===== config.mk =====
export PLATFORM = sky130hd
export DESIGN_NAME = busy_time_window_meter
export DESIGN_NICKNAME = d
export VERILOG_FILES = /design/src/hdl/btwm_pkg.sv /design/src/hdl/btwm_alu.sv /design/src/hdl/busy_time_window_meter.sv
export VERILOG_INCLUDE_DIRS = /design/src /design/src/hdl
export SDC_FILE = /design/constraint.sdc
export NUM_CORES = 2
export LEC_CHECK = 0
export ABC_CLOCK_PERIOD_IN_PS = 9600
export BUFFER_PORTS_ARGS = -buffer_cell sky130_fd_sc_hd__buf_4
export CAP_MARGIN = 25
export CORE_ASPECT_RATIO = 1.5
export CORE_MARGIN = 4
export CORE_UTILIZATION = 50
export DETAILED_ROUTE_END_ITERATION = 12
export PLACE_DENSITY_LB_ADDON = 0.08
export SKIP_LAST_GASP = 1
export SLEW_MARGIN = 20
export SYNTH_ARGS = -nofsm -noshare
export SYNTH_HDL_FRONTEND = slang
export SYNTH_HIERARCHICAL = 1
export SYNTH_SLANG_ARGS = --single-unit

===== constraint.sdc =====
create_clock -name clock -period 9.6 [get_ports clock]
set_clock_uncertainty 0.05 [all_clocks]
set_input_delay 1.44 -clock clock [delete_from_list [all_inputs] [get_ports clock]]
set_output_delay 1.44 -clock clock [all_outputs]
set_load 0.02 [all_outputs]

===== src/hdl/busy_time_window_meter_macros.svh =====
// Assertion macros shared by the busy-time window meter RTL.
`ifndef BUSY_TIME_WINDOW_METER_MACROS_SVH
`define BUSY_TIME_WINDOW_METER_MACROS_SVH

`ifndef SYNTHESIS

// Check that a condition implies a consequence in the same cycle.
`define BTWM_ASSERT_SAME(label, clk, rst, cond, cons) \
   label: assert property (@(posedge clk) disable iff (rst) (cond) |-> (cons)) \
      else $error("btwm assertion failed");

// Check that a condition implies a consequence in the next cycle.
`define BTWM_ASSERT_NEXT(label, clk, rst, cond, cons) \
   label: assert property (@(posedge clk) disable iff (rst) (cond) |=> (cons)) \
      else $error("btwm assertion failed");

`else

`define BTWM_ASSERT_SAME(label, clk, rst, cond, cons)
`define BTWM_ASSERT_NEXT(label, clk, rst, cond, cons)

`endif

`endif


===== src/hdl/btwm_pkg.sv =====
// Package with constants, types and codes of the busy-time window meter.
`timescale 1ns / 1ps
`default_nettype none
package btwm_pkg;

   localparam int WINDOW_SLOTS     = 16;
   localparam int INTERVAL_SECONDS = 5;

   localparam int TIME_W  = 48;
   localparam int BUSY_W  = 32;
   localparam int AVG_W   = 10;
   localparam int KIND_W  = 2;
   localparam int AVG_MAX = 1000;

   localparam int SLOT_W  = (WINDOW_SLOTS > 1) ? $clog2(WINDOW_SLOTS) : 1;
   localparam int FILL_W  = $clog2(WINDOW_SLOTS + 1);
   localparam int WSUM_W  = BUSY_W + ((WINDOW_SLOTS > 1) ? $clog2(WINDOW_SLOTS) : 0);
   localparam int DIV_W   = $clog2(INTERVAL_SECONDS * WINDOW_SLOTS + 1);
   localparam int CNT_W   = $clog2(WSUM_W);
   localparam int ALU_W   = TIME_W;

   localparam logic [KIND_W-1:0] KIND_START  = 2'd0;
   localparam logic [KIND_W-1:0] KIND_END    = 2'd1;
   localparam logic [KIND_W-1:0] KIND_UPDATE = 2'd2;
   localparam logic [KIND_W-1:0] KIND_READ   = 2'd3;

   typedef enum logic [0:0] {
      ALU_ADD,
      ALU_SUB
   } alu_op_type;

   typedef struct packed {
      alu_op_type        op;
      logic [ALU_W-1:0]  a;
      logic [ALU_W-1:0]  b;
   } alu_req_type;

   typedef enum logic [3:0] {
      ST_IDLE,
      ST_EL_LAST,
      ST_EL_START,
      ST_ADD_IB,
      ST_ADD_TOTAL,
      ST_MAX,
      ST_WIN_SUB,
      ST_WIN_ADD,
      ST_DIV_SET,
      ST_DIV,
      ST_CLAMP,
      ST_DONE
   } state_type;

endpackage
`default_nettype wire


===== src/hdl/btwm_alu.sv =====
// Shared add/subtract unit with carry and borrow out.
`timescale 1ns / 1ps
`default_nettype none
module btwm_alu
   import btwm_pkg::*;
(
   input  alu_req_type       alu_req,
   output logic [ALU_W:0]    alu_res
);

   always_comb begin
      unique case (alu_req.op)
         ALU_ADD: alu_res = {1'b0, alu_req.a} + {1'b0, alu_req.b};
         ALU_SUB: alu_res = {1'b0, alu_req.a} - {1'b0, alu_req.b};
         default: alu_res = '0;
      endcase
   end

endmodule
`default_nettype wire


===== src/hdl/busy_time_window_meter.sv =====
// Top level of the busy-time window meter: sequencer, state and result register.
`timescale 1ns / 1ps
`default_nettype none
`include "busy_time_window_meter_macros.svh"
// Busy-time window meter. Each request carries an event kind (start, end,
// interval update, read only) and a 48-bit millisecond timestamp; each request
// returns exactly one response with all readings taken after the event. A
// start or read-only request goes straight to the response; an end request
// with a measurement open first takes the elapsed times and updates the sums
// and the max; an update does the same when a measurement is open and then
// runs the window sum update and the restoring divide of the 36-bit window sum
// by the 7-bit divisor (interval seconds times filled slots), one quotient
// bit per cycle, on the single shared 48-bit add/subtract unit with carry out
// that also computes every elapsed time, saturating sum and max compare. A
// finished response waits while a previous one still waits for rsp_ready. The
// block handles one request at a time; req_ready is high only while the
// sequencer is idle, and a finished response sits in an output register so the
// next request can be accepted while it waits for rsp_ready. The sixteen
// per-interval slot sums live in a small memory with a registered read; slots
// not yet written since reset read as zero through the window-filled flag.
module busy_time_window_meter
   import btwm_pkg::*;
(
   input  wire logic                 clock,
   input  wire logic                 reset,

   input  wire logic                 req_valid,
   output logic                      req_ready,
   input  wire logic [KIND_W-1:0]    req_kind,
   input  wire logic [TIME_W-1:0]    req_timestamp_ms,

   output logic                      rsp_valid,
   input  wire logic                 rsp_ready,
   output logic [AVG_W-1:0]          rsp_busy_per_second,
   output logic [BUSY_W-1:0]         rsp_last_interval_max_ms,
   output logic [TIME_W-1:0]         rsp_accumulated_busy_ms,
   output logic [BUSY_W-1:0]         rsp_interval_busy_ms,
   output logic                      rsp_measuring
);

   localparam logic [BUSY_W-1:0] BUSY_SAT = '1;
   localparam logic [TIME_W-1:0] TIME_SAT = '1;

   // Sequencer
   state_type state_ff, state_in;

   // Captured request
   logic [KIND_W-1:0] kind_ff, kind_in;
   logic [TIME_W-1:0] now_ff, now_in;

   // Meter state
   logic              active_ff, active_in;
   logic [TIME_W-1:0] start_ff, start_in;
   logic [TIME_W-1:0] last_ff, last_in;
   logic [BUSY_W-1:0] ib_ff, ib_in;
   logic [BUSY_W-1:0] imax_ff, imax_in;
   logic [BUSY_W-1:0] pmax_ff, pmax_in;
   logic [TIME_W-1:0] total_ff, total_in;
   logic [WSUM_W-1:0] wsum_ff, wsum_in;
   logic [SLOT_W-1:0] ptr_ff, ptr_in;
   logic              filled_ff, filled_in;
   logic [AVG_W-1:0]  avg_ff, avg_in;

   // Scratch for one event
   logic [TIME_W-1:0] inc_ff, inc_in;
   logic [BUSY_W-1:0] meas_ff, meas_in;
   logic [DIV_W-1:0]  divisor_ff, divisor_in;
   logic [DIV_W-1:0]  rem_ff, rem_in;
   logic [WSUM_W-1:0] quo_ff, quo_in;
   logic [CNT_W-1:0]  cnt_ff, cnt_in;

   // Response register
   logic              rsp_valid_ff, rsp_valid_in;
   logic [AVG_W-1:0]  rsp_avg_ff, rsp_avg_in;
   logic [BUSY_W-1:0] rsp_pmax_ff, rsp_pmax_in;
   logic [TIME_W-1:0] rsp_total_ff, rsp_total_in;
   logic [BUSY_W-1:0] rsp_ib_ff, rsp_ib_in;
   logic              rsp_meas_ff, rsp_meas_in;

   // Slot memory
   logic [BUSY_W-1:0] slot_mem [WINDOW_SLOTS];
   logic [BUSY_W-1:0] slot_rd_ff;
   logic              slot_we;

   // Shared arithmetic unit
   alu_req_type       alu_req;
   logic [ALU_W:0]    alu_res;
   logic              alu_borrow;

   logic              accept;
   logic              rsp_load;
   logic [DIV_W:0]    div_shift;
   logic [FILL_W-1:0] fill_cnt;
   logic [BUSY_W-1:0] slot_old;

   btwm_alu u_alu (
      .alu_req (alu_req),
      .alu_res (alu_res)
   );

   assign alu_borrow = alu_res[ALU_W];
   assign accept     = req_valid && req_ready;
   assign req_ready  = (state_ff == ST_IDLE);
   assign rsp_load   = (state_ff == ST_DONE) && (!rsp_valid_ff || rsp_ready);
   assign div_shift  = {rem_ff, quo_ff[WSUM_W-1]};
   assign fill_cnt   = filled_ff ? FILL_W'(WINDOW_SLOTS) : FILL_W'(ptr_ff);
   // Slots ahead of the pointer have never been written until the window fills.
   assign slot_old   = filled_ff ? slot_rd_ff : '0;

   // Next state
   always_comb begin
      state_in = state_ff;
      unique case (state_ff)
         ST_IDLE: begin
            if (accept) begin
               if ((req_kind == KIND_END || req_kind == KIND_UPDATE) && active_ff) begin
                  state_in = ST_EL_LAST;
               end else if (req_kind == KIND_UPDATE) begin
                  state_in = ST_WIN_SUB;
               end else begin
                  state_in = ST_DONE;
               end
            end
         end
         ST_EL_LAST:   state_in = ST_EL_START;
         ST_EL_START:  state_in = ST_ADD_IB;
         ST_ADD_IB:    state_in = ST_ADD_TOTAL;
         ST_ADD_TOTAL: state_in = ST_MAX;
         ST_MAX:       state_in = (kind_ff == KIND_END) ? ST_DONE : ST_WIN_SUB;
         ST_WIN_SUB:   state_in = ST_WIN_ADD;
         ST_WIN_ADD:   state_in = ST_DIV_SET;
         ST_DIV_SET:   state_in = ST_DIV;
         ST_DIV:       state_in = (cnt_ff == '0) ? ST_CLAMP : ST_DIV;
         ST_CLAMP:     state_in = ST_DONE;
         ST_DONE:      state_in = rsp_load ? ST_IDLE : ST_DONE;
         default:      state_in = ST_IDLE;
      endcase
   end

   // Datapath and outputs of the sequencer
   always_comb begin
      kind_in    = kind_ff;
      now_in     = now_ff;
      active_in  = active_ff;
      start_in   = start_ff;
      last_in    = last_ff;
      ib_in      = ib_ff;
      imax_in    = imax_ff;
      pmax_in    = pmax_ff;
      total_in   = total_ff;
      wsum_in    = wsum_ff;
      ptr_in     = ptr_ff;
      filled_in  = filled_ff;
      avg_in     = avg_ff;
      inc_in     = inc_ff;
      meas_in    = meas_ff;
      divisor_in = divisor_ff;
      rem_in     = rem_ff;
      quo_in     = quo_ff;
      cnt_in     = cnt_ff;
      slot_we    = 1'b0;
      alu_req.op = ALU_SUB;
      alu_req.a  = '0;
      alu_req.b  = '0;

      unique case (state_ff)
         ST_IDLE: begin
            if (accept) begin
               kind_in = req_kind;
               now_in  = req_timestamp_ms;
               // A start while measuring keeps the original times.
               if (req_kind == KIND_START && !active_ff) begin
                  active_in = 1'b1;
                  start_in  = req_timestamp_ms;
                  last_in   = req_timestamp_ms;
               end
            end
         end
         ST_EL_LAST: begin
            alu_req.a = now_ff;
            alu_req.b = last_ff;
            // Time going backwards counts as zero.
            inc_in    = alu_borrow ? '0 : alu_res[TIME_W-1:0];
         end
         ST_EL_START: begin
            alu_req.a = now_ff;
            alu_req.b = start_ff;
            if (alu_borrow) begin
               meas_in = '0;
            end else if (|alu_res[TIME_W-1:BUSY_W]) begin
               meas_in = BUSY_SAT;
            end else begin
               meas_in = alu_res[BUSY_W-1:0];
            end
         end
         ST_ADD_IB: begin
            alu_req.op = ALU_ADD;
            alu_req.a  = ALU_W'(ib_ff);
            alu_req.b  = inc_ff;
            ib_in      = (|alu_res[ALU_W:BUSY_W]) ? BUSY_SAT : alu_res[BUSY_W-1:0];
         end
         ST_ADD_TOTAL: begin
            alu_req.op = ALU_ADD;
            alu_req.a  = total_ff;
            alu_req.b  = inc_ff;
            total_in   = alu_res[ALU_W] ? TIME_SAT : alu_res[TIME_W-1:0];
         end
         ST_MAX: begin
            alu_req.a = ALU_W'(imax_ff);
            alu_req.b = ALU_W'(meas_ff);
            if (alu_borrow) begin
               imax_in = meas_ff;
            end
            if (kind_ff == KIND_END) begin
               active_in = 1'b0;
               start_in  = '0;
               last_in   = '0;
            end else begin
               last_in   = now_ff;
            end
         end
         ST_WIN_SUB: begin
            alu_req.a = ALU_W'(wsum_ff);
            alu_req.b = ALU_W'(slot_old);
            wsum_in   = alu_res[WSUM_W-1:0];
         end
         ST_WIN_ADD: begin
            alu_req.op = ALU_ADD;
            alu_req.a  = ALU_W'(wsum_ff);
            alu_req.b  = ALU_W'(ib_ff);
            wsum_in    = alu_res[WSUM_W-1:0];
            slot_we    = 1'b1;
            if (ptr_ff == SLOT_W'(WINDOW_SLOTS - 1)) begin
               filled_in = 1'b1;
               ptr_in    = '0;
            end else begin
               ptr_in    = ptr_ff + SLOT_W'(1);
            end
         end
         ST_DIV_SET: begin
            divisor_in = DIV_W'(DIV_W'(INTERVAL_SECONDS) * DIV_W'(fill_cnt));
            rem_in     = '0;
            quo_in     = wsum_ff;
            cnt_in     = CNT_W'(WSUM_W - 1);
         end
         ST_DIV: begin
            // One restoring step: shift in the next dividend bit, try subtract.
            alu_req.a = ALU_W'(div_shift);
            alu_req.b = ALU_W'(divisor_ff);
            if (alu_borrow) begin
               rem_in = div_shift[DIV_W-1:0];
            end else begin
               rem_in = alu_res[DIV_W-1:0];
            end
            quo_in = {quo_ff[WSUM_W-2:0], !alu_borrow};
            cnt_in = cnt_ff - CNT_W'(1);
         end
         ST_CLAMP: begin
            avg_in  = (quo_ff > WSUM_W'(AVG_MAX)) ? AVG_W'(AVG_MAX) : quo_ff[AVG_W-1:0];
            pmax_in = imax_ff;
            ib_in   = '0;
            imax_in = '0;
         end
         ST_DONE: begin
         end
         default: begin
         end
      endcase
   end

   // Response register: load on finish, drop valid once taken.
   always_comb begin
      rsp_valid_in = rsp_valid_ff;
      rsp_avg_in   = rsp_avg_ff;
      rsp_pmax_in  = rsp_pmax_ff;
      rsp_total_in = rsp_total_ff;
      rsp_ib_in    = rsp_ib_ff;
      rsp_meas_in  = rsp_meas_ff;
      if (rsp_load) begin
         rsp_valid_in = 1'b1;
         rsp_avg_in   = avg_ff;
         rsp_pmax_in  = pmax_ff;
         rsp_total_in = total_ff;
         rsp_ib_in    = ib_ff;
         rsp_meas_in  = active_ff;
      end else if (rsp_ready) begin
         rsp_valid_in = 1'b0;
      end
   end

   always_ff @(posedge clock) begin
      if (reset) begin
         state_ff     <= ST_IDLE;
         active_ff    <= 1'b0;
         start_ff     <= '0;
         last_ff      <= '0;
         ib_ff        <= '0;
         imax_ff      <= '0;
         pmax_ff      <= '0;
         total_ff     <= '0;
         wsum_ff      <= '0;
         ptr_ff       <= '0;
         filled_ff    <= 1'b0;
         avg_ff       <= '0;
         cnt_ff       <= '0;
         rsp_valid_ff <= 1'b0;
      end else begin
         state_ff     <= state_in;
         active_ff    <= active_in;
         start_ff     <= start_in;
         last_ff      <= last_in;
         ib_ff        <= ib_in;
         imax_ff      <= imax_in;
         pmax_ff      <= pmax_in;
         total_ff     <= total_in;
         wsum_ff      <= wsum_in;
         ptr_ff       <= ptr_in;
         filled_ff    <= filled_in;
         avg_ff       <= avg_in;
         cnt_ff       <= cnt_in;
         rsp_valid_ff <= rsp_valid_in;
      end
   end

   // Payload registers and scratch registers other than the divide count hold no reset.
   always_ff @(posedge clock) begin
      kind_ff      <= kind_in;
      now_ff       <= now_in;
      inc_ff       <= inc_in;
      meas_ff      <= meas_in;
      divisor_ff   <= divisor_in;
      rem_ff       <= rem_in;
      quo_ff       <= quo_in;
      rsp_avg_ff   <= rsp_avg_in;
      rsp_pmax_ff  <= rsp_pmax_in;
      rsp_total_ff <= rsp_total_in;
      rsp_ib_ff    <= rsp_ib_in;
      rsp_meas_ff  <= rsp_meas_in;
   end

   // Slot sums: write the closing interval, read the slot under the pointer.
   always_ff @(posedge clock) begin
      if (slot_we) begin
         slot_mem[ptr_ff] <= ib_ff;
      end
      slot_rd_ff <= slot_mem[ptr_ff];
   end

   assign rsp_valid                = rsp_valid_ff;
   assign rsp_busy_per_second      = rsp_avg_ff;
   assign rsp_last_interval_max_ms = rsp_pmax_ff;
   assign rsp_accumulated_busy_ms  = rsp_total_ff;
   assign rsp_interval_busy_ms     = rsp_ib_ff;
   assign rsp_measuring            = rsp_meas_ff;

   // A start request always leaves a measurement open.
   `BTWM_ASSERT_NEXT(a_start_opens, clock, reset, accept && (req_kind == KIND_START), active_ff)
   // The stored average never leaves the clamp range.
   `BTWM_ASSERT_SAME(a_avg_range, clock, reset, 1'b1, avg_ff <= AVG_W'(AVG_MAX))
   // Finishing a request presents a response and frees the input side.
   `BTWM_ASSERT_NEXT(a_done_resp, clock, reset, rsp_load, rsp_valid && req_ready)

endmodule
`default_nettype wire

==> impl_results.md <==
* Post CTS Setup Buffer Count at 0
* VDD IR max at 0.405 mV
* Area taken by multi-input logic gates at 15500 um^2
* Clock tree from TritonCTS: yes
* Initial antenna violation count at 3
* Via count normalized by instance count at 6.28
* Dpl cell area at 50600 um^2
* Layout cells sized above 1 at 16.0%
* Compound-Gate Fraction of Synth Area at 12.2%
* Endpoints failing setup at 0
* Area of the die at 101000 um^2
* Top post-synthesis cells by area: edfxtp_1, dfxtp_1, mux4_2
* Final HPWL DP at 95.1 mm
* Total of max-cap violations at 0
* Count of state elements after synthesis at 1150
* First drt pass iteration count at 9
* Total count of hold-check failures in the final report at 0
* Top-area cell type share of the netlist area at 51.1%
* Final antenna-violating net count at 0
* Parity-gate share of the synthesized area counting xor and xnor cells at 1.72%
* Signed area change from the synthesized netlist to the final layout at 13.2%
* Quantity of gates resized following cts at 0
* Most common cell in the synthesized netlist: edfxtp_1
* Most used flip-flop cell after synthesis: edfxtp_1
* Path class of the lowest-slack min-delay path: reg -> reg
* Top cell types by occurrence after synthesis: edfxtp_1, nand2_1, dfxtp_1, a21oi_1, nor2_1
* Count of mapped cells out of synthesis at 3712
* Period Utilization, post-route at 90.8%
* 1st-iter DRT viols at 3538
* Starting density of the core at 50.5%
* Largest net degree at the start of global routing at 124
* PwrDens at 384 nW/um^2
* Max-slew violation count at 0
* Overall Global Routing Usage at 29.3%
* Number of clock buffers inserted by TritonCTS at 107
* Static leakage at 18.9 nW
* Number of I/O port buffers at 178
* Delay of the slowest cell on the worst path at 900 ps
* Required time reported for the critical path endpoint at 10170 ps
* Crit path top cell by count: a21oi_1
* Maximum buffer depth of the clock tree at 3
* Number of I/O pins at 179
* Core area at 94800 um^2
* Crit path max fanout at 98
* Worst-margin pin slew at 1060 ps
* Hold-fix buffers at CTS at 0
* Setup repair after global routing missed its margin: no
* Clock Sinks at 1150
* Crit path max-delay cell type: dfxtp_1
* Post-Syn Area per Cell at 12.9 um^2
* Cell chosen for the clock root: clkbuf_16
* Post-Syn Area at 47900 um^2
* Share of synthesized registers carrying an async set or reset at 0%
* Global placement routability congestion at 0.948
* Combinational family with the most area after synthesis: compound AO/OA/AOI/OAI gates
* Number of nets produced by synthesis at 3828
* Share of synthesized cell area in full adder, half adder and majority cells at 1.65%
* Number of global-route vias before repair at 32600
* Headroom to the max-slew limit at 29.3%
* Number of synthesized flops with an enable pin at 815
* Worst Setup Path Type: reg -> reg
* Area occupied by registers at 31200 um^2
* Die outline height at 387 um
* Setup tns final at 0 ps
* Vias at 32400
* Result of the run: finished, final reports clean
* Mux share of post-synthesis cell area at 6.04%
* Finished Cell Area at 54200 um^2
* Worst-skew pair later-pin latency at 730 ps
* Cell taking the most area after synthesis: edfxtp_1
* Max Clock Freq at 115 MHz
* Htree depth at 3
* Clock slew at reported path FFs at 60 ps
* Critical Path Start Type: flop
* Period minus WS final at 8720 ps
* Final Net Count at 3925
* DRC violations left at 0
* Antenna diodes at 0
* Number of warnings reported in the yosys synthesis log at 6
* Width of the chip at 261 um
* First-pass GRT wire length at 219 mm
* Yosys cell types at 86
* Number of rows in the core area at 138
* WL per Instance at 29.1 um
* Total wire length after detailed routing at 150 mm
* Post-synthesis sequential area ratio at 65.1%
* Worst path arrival time at 9290 ps
* GR Overflow Total at 0
* Capturing element type of the critical path: flop
* Layout filler cell count at 7684
* Area share of and/or/nand/nor cells after synthesis at 10.2%
path summary, 6_finish.rpt:
check / endpoint / cells past startpoint / slack [ps] / from
max: imax_ff[15] / 28 / 880 / state_ff[1]
min: rsp_busy_per_second[8] / 0 / 380 / avg_ff[8]
max reg2reg: imax_ff[15] / 28 / 880 / state_ff[1]
min reg2reg: rsp_busy_per_second[8] / 0 / 380 / avg_ff[8]
cell usage in the layout (no fill, tap or decap), types with 9 or more instances in the layout:
cell,n
o21bai_1,14
a221o_1,27
edfxtp_1,815
a222oi_1,43
xnor2_1,63
clkinv_2,20
xor2_1,30
nor2b_1,29
o21ai_0,56
mux4_2,128
a22o_1,60
inv_1,87
buf_4,250
a22oi_1,172
nand2_1,517
a31oi_1,17
nor2_4,13
nor4_1,17
clkbuf_16,112
o21a_1,38
clkinv_1,11
bufinv_16,10
nor3_1,109
dfxtp_1,333
clkbuf_1,26
and3_1,10
nand4_1,17
nand2b_1,19
nand3_1,88
a21oi_1,282
a311oi_1,52
nor2_1,187
or3_1,9
a21o_1,25
ha_1,60
cell families after synthesis:
kind of cell    after synthesis
compound gates              841
flops                      1150
xor+xnor                     94
buf+inv                     357
fa+ha+maj                    62
mux                         129
simple gates               1079
report_power, final:
group	total (W)	switching (W)	internal, W
Clock	0.00440	0.00191	0.00249
Combinational	0.00946	0.00672	0.00274
Sequential	0.00696	0.000523	0.00644
Total	0.0208	0.00916	0.0117
sequential cells by signal, indices dropped and copies added, names as in the netlist, 4 cells and up:
signal,cells
avg_ff,10
cnt_ff,6
divisor_ff,7
ib_ff,32
imax_ff,32
inc_ff,48
last_ff,48
meas_ff,32
now_ff,48
pmax_ff,32
ptr_ff,4
quo_ff,36
rem_ff,7
rsp_accumulated_busy_ms,48
rsp_busy_per_second,10
rsp_interval_busy_ms,32
rsp_last_interval_max_ms,32
slot_mem,512
slot_rd_ff,32
start_ff,48
state_ff,4
total_ff,48
wsum_ff,36
metrics by stage:
stage / hold slack, ps / util [%] / total power [W] / setup slack, ps / instances
floorplan: 350 / - / 0.0129 / 1930 / 3712
global placement: 357 / 53.3 / 0.0163 / 843 / 4958
detailed placement: 361 / 53.3 / 0.0163 / 947 / 4960
CTS: 378 / 57.2 / 0.0208 / 883 / 5162
global route: 386 / 57.2 / 0.0219 / 147 / 5162
finish: 377 / 57.2 / 0.0208 / 882 / 5162
worst max-delay path: cells and delay by family, from the launching register on:
kind                     cells  cell delay, ps
flip-flops                   1             900
AND/OR/NAND/NOR             12            3420
adder cells (fa/ha/maj)      1             380
AO/OA/AOI/OAI               11            2640
buffers and inverters        2             650
XOR/XNOR                     2             450
per-layer routing:
metal  track usage, %  up-vias  share of wire [%]
li1                 -    14200                  -
met2             48.9     1473                 49
met4             9.99        2                3.3
met1             39.0    16400                 40
met3             4.93      276                7.7
met5                0        -             0.0087
final cells by class:
class | instances | area share, %
repair buffers | 256 | 3.67
multi-input cells | 2205 | 28.5
flip-flops and latches | 1150 | 57.5
well taps | 1260 | 2.91
clock buffers | 146 | 5.55
inverters | 89 | 0.618
clock inverters | 56 | 1.21
No activity file was read; power rests on OpenSTA's default activity.
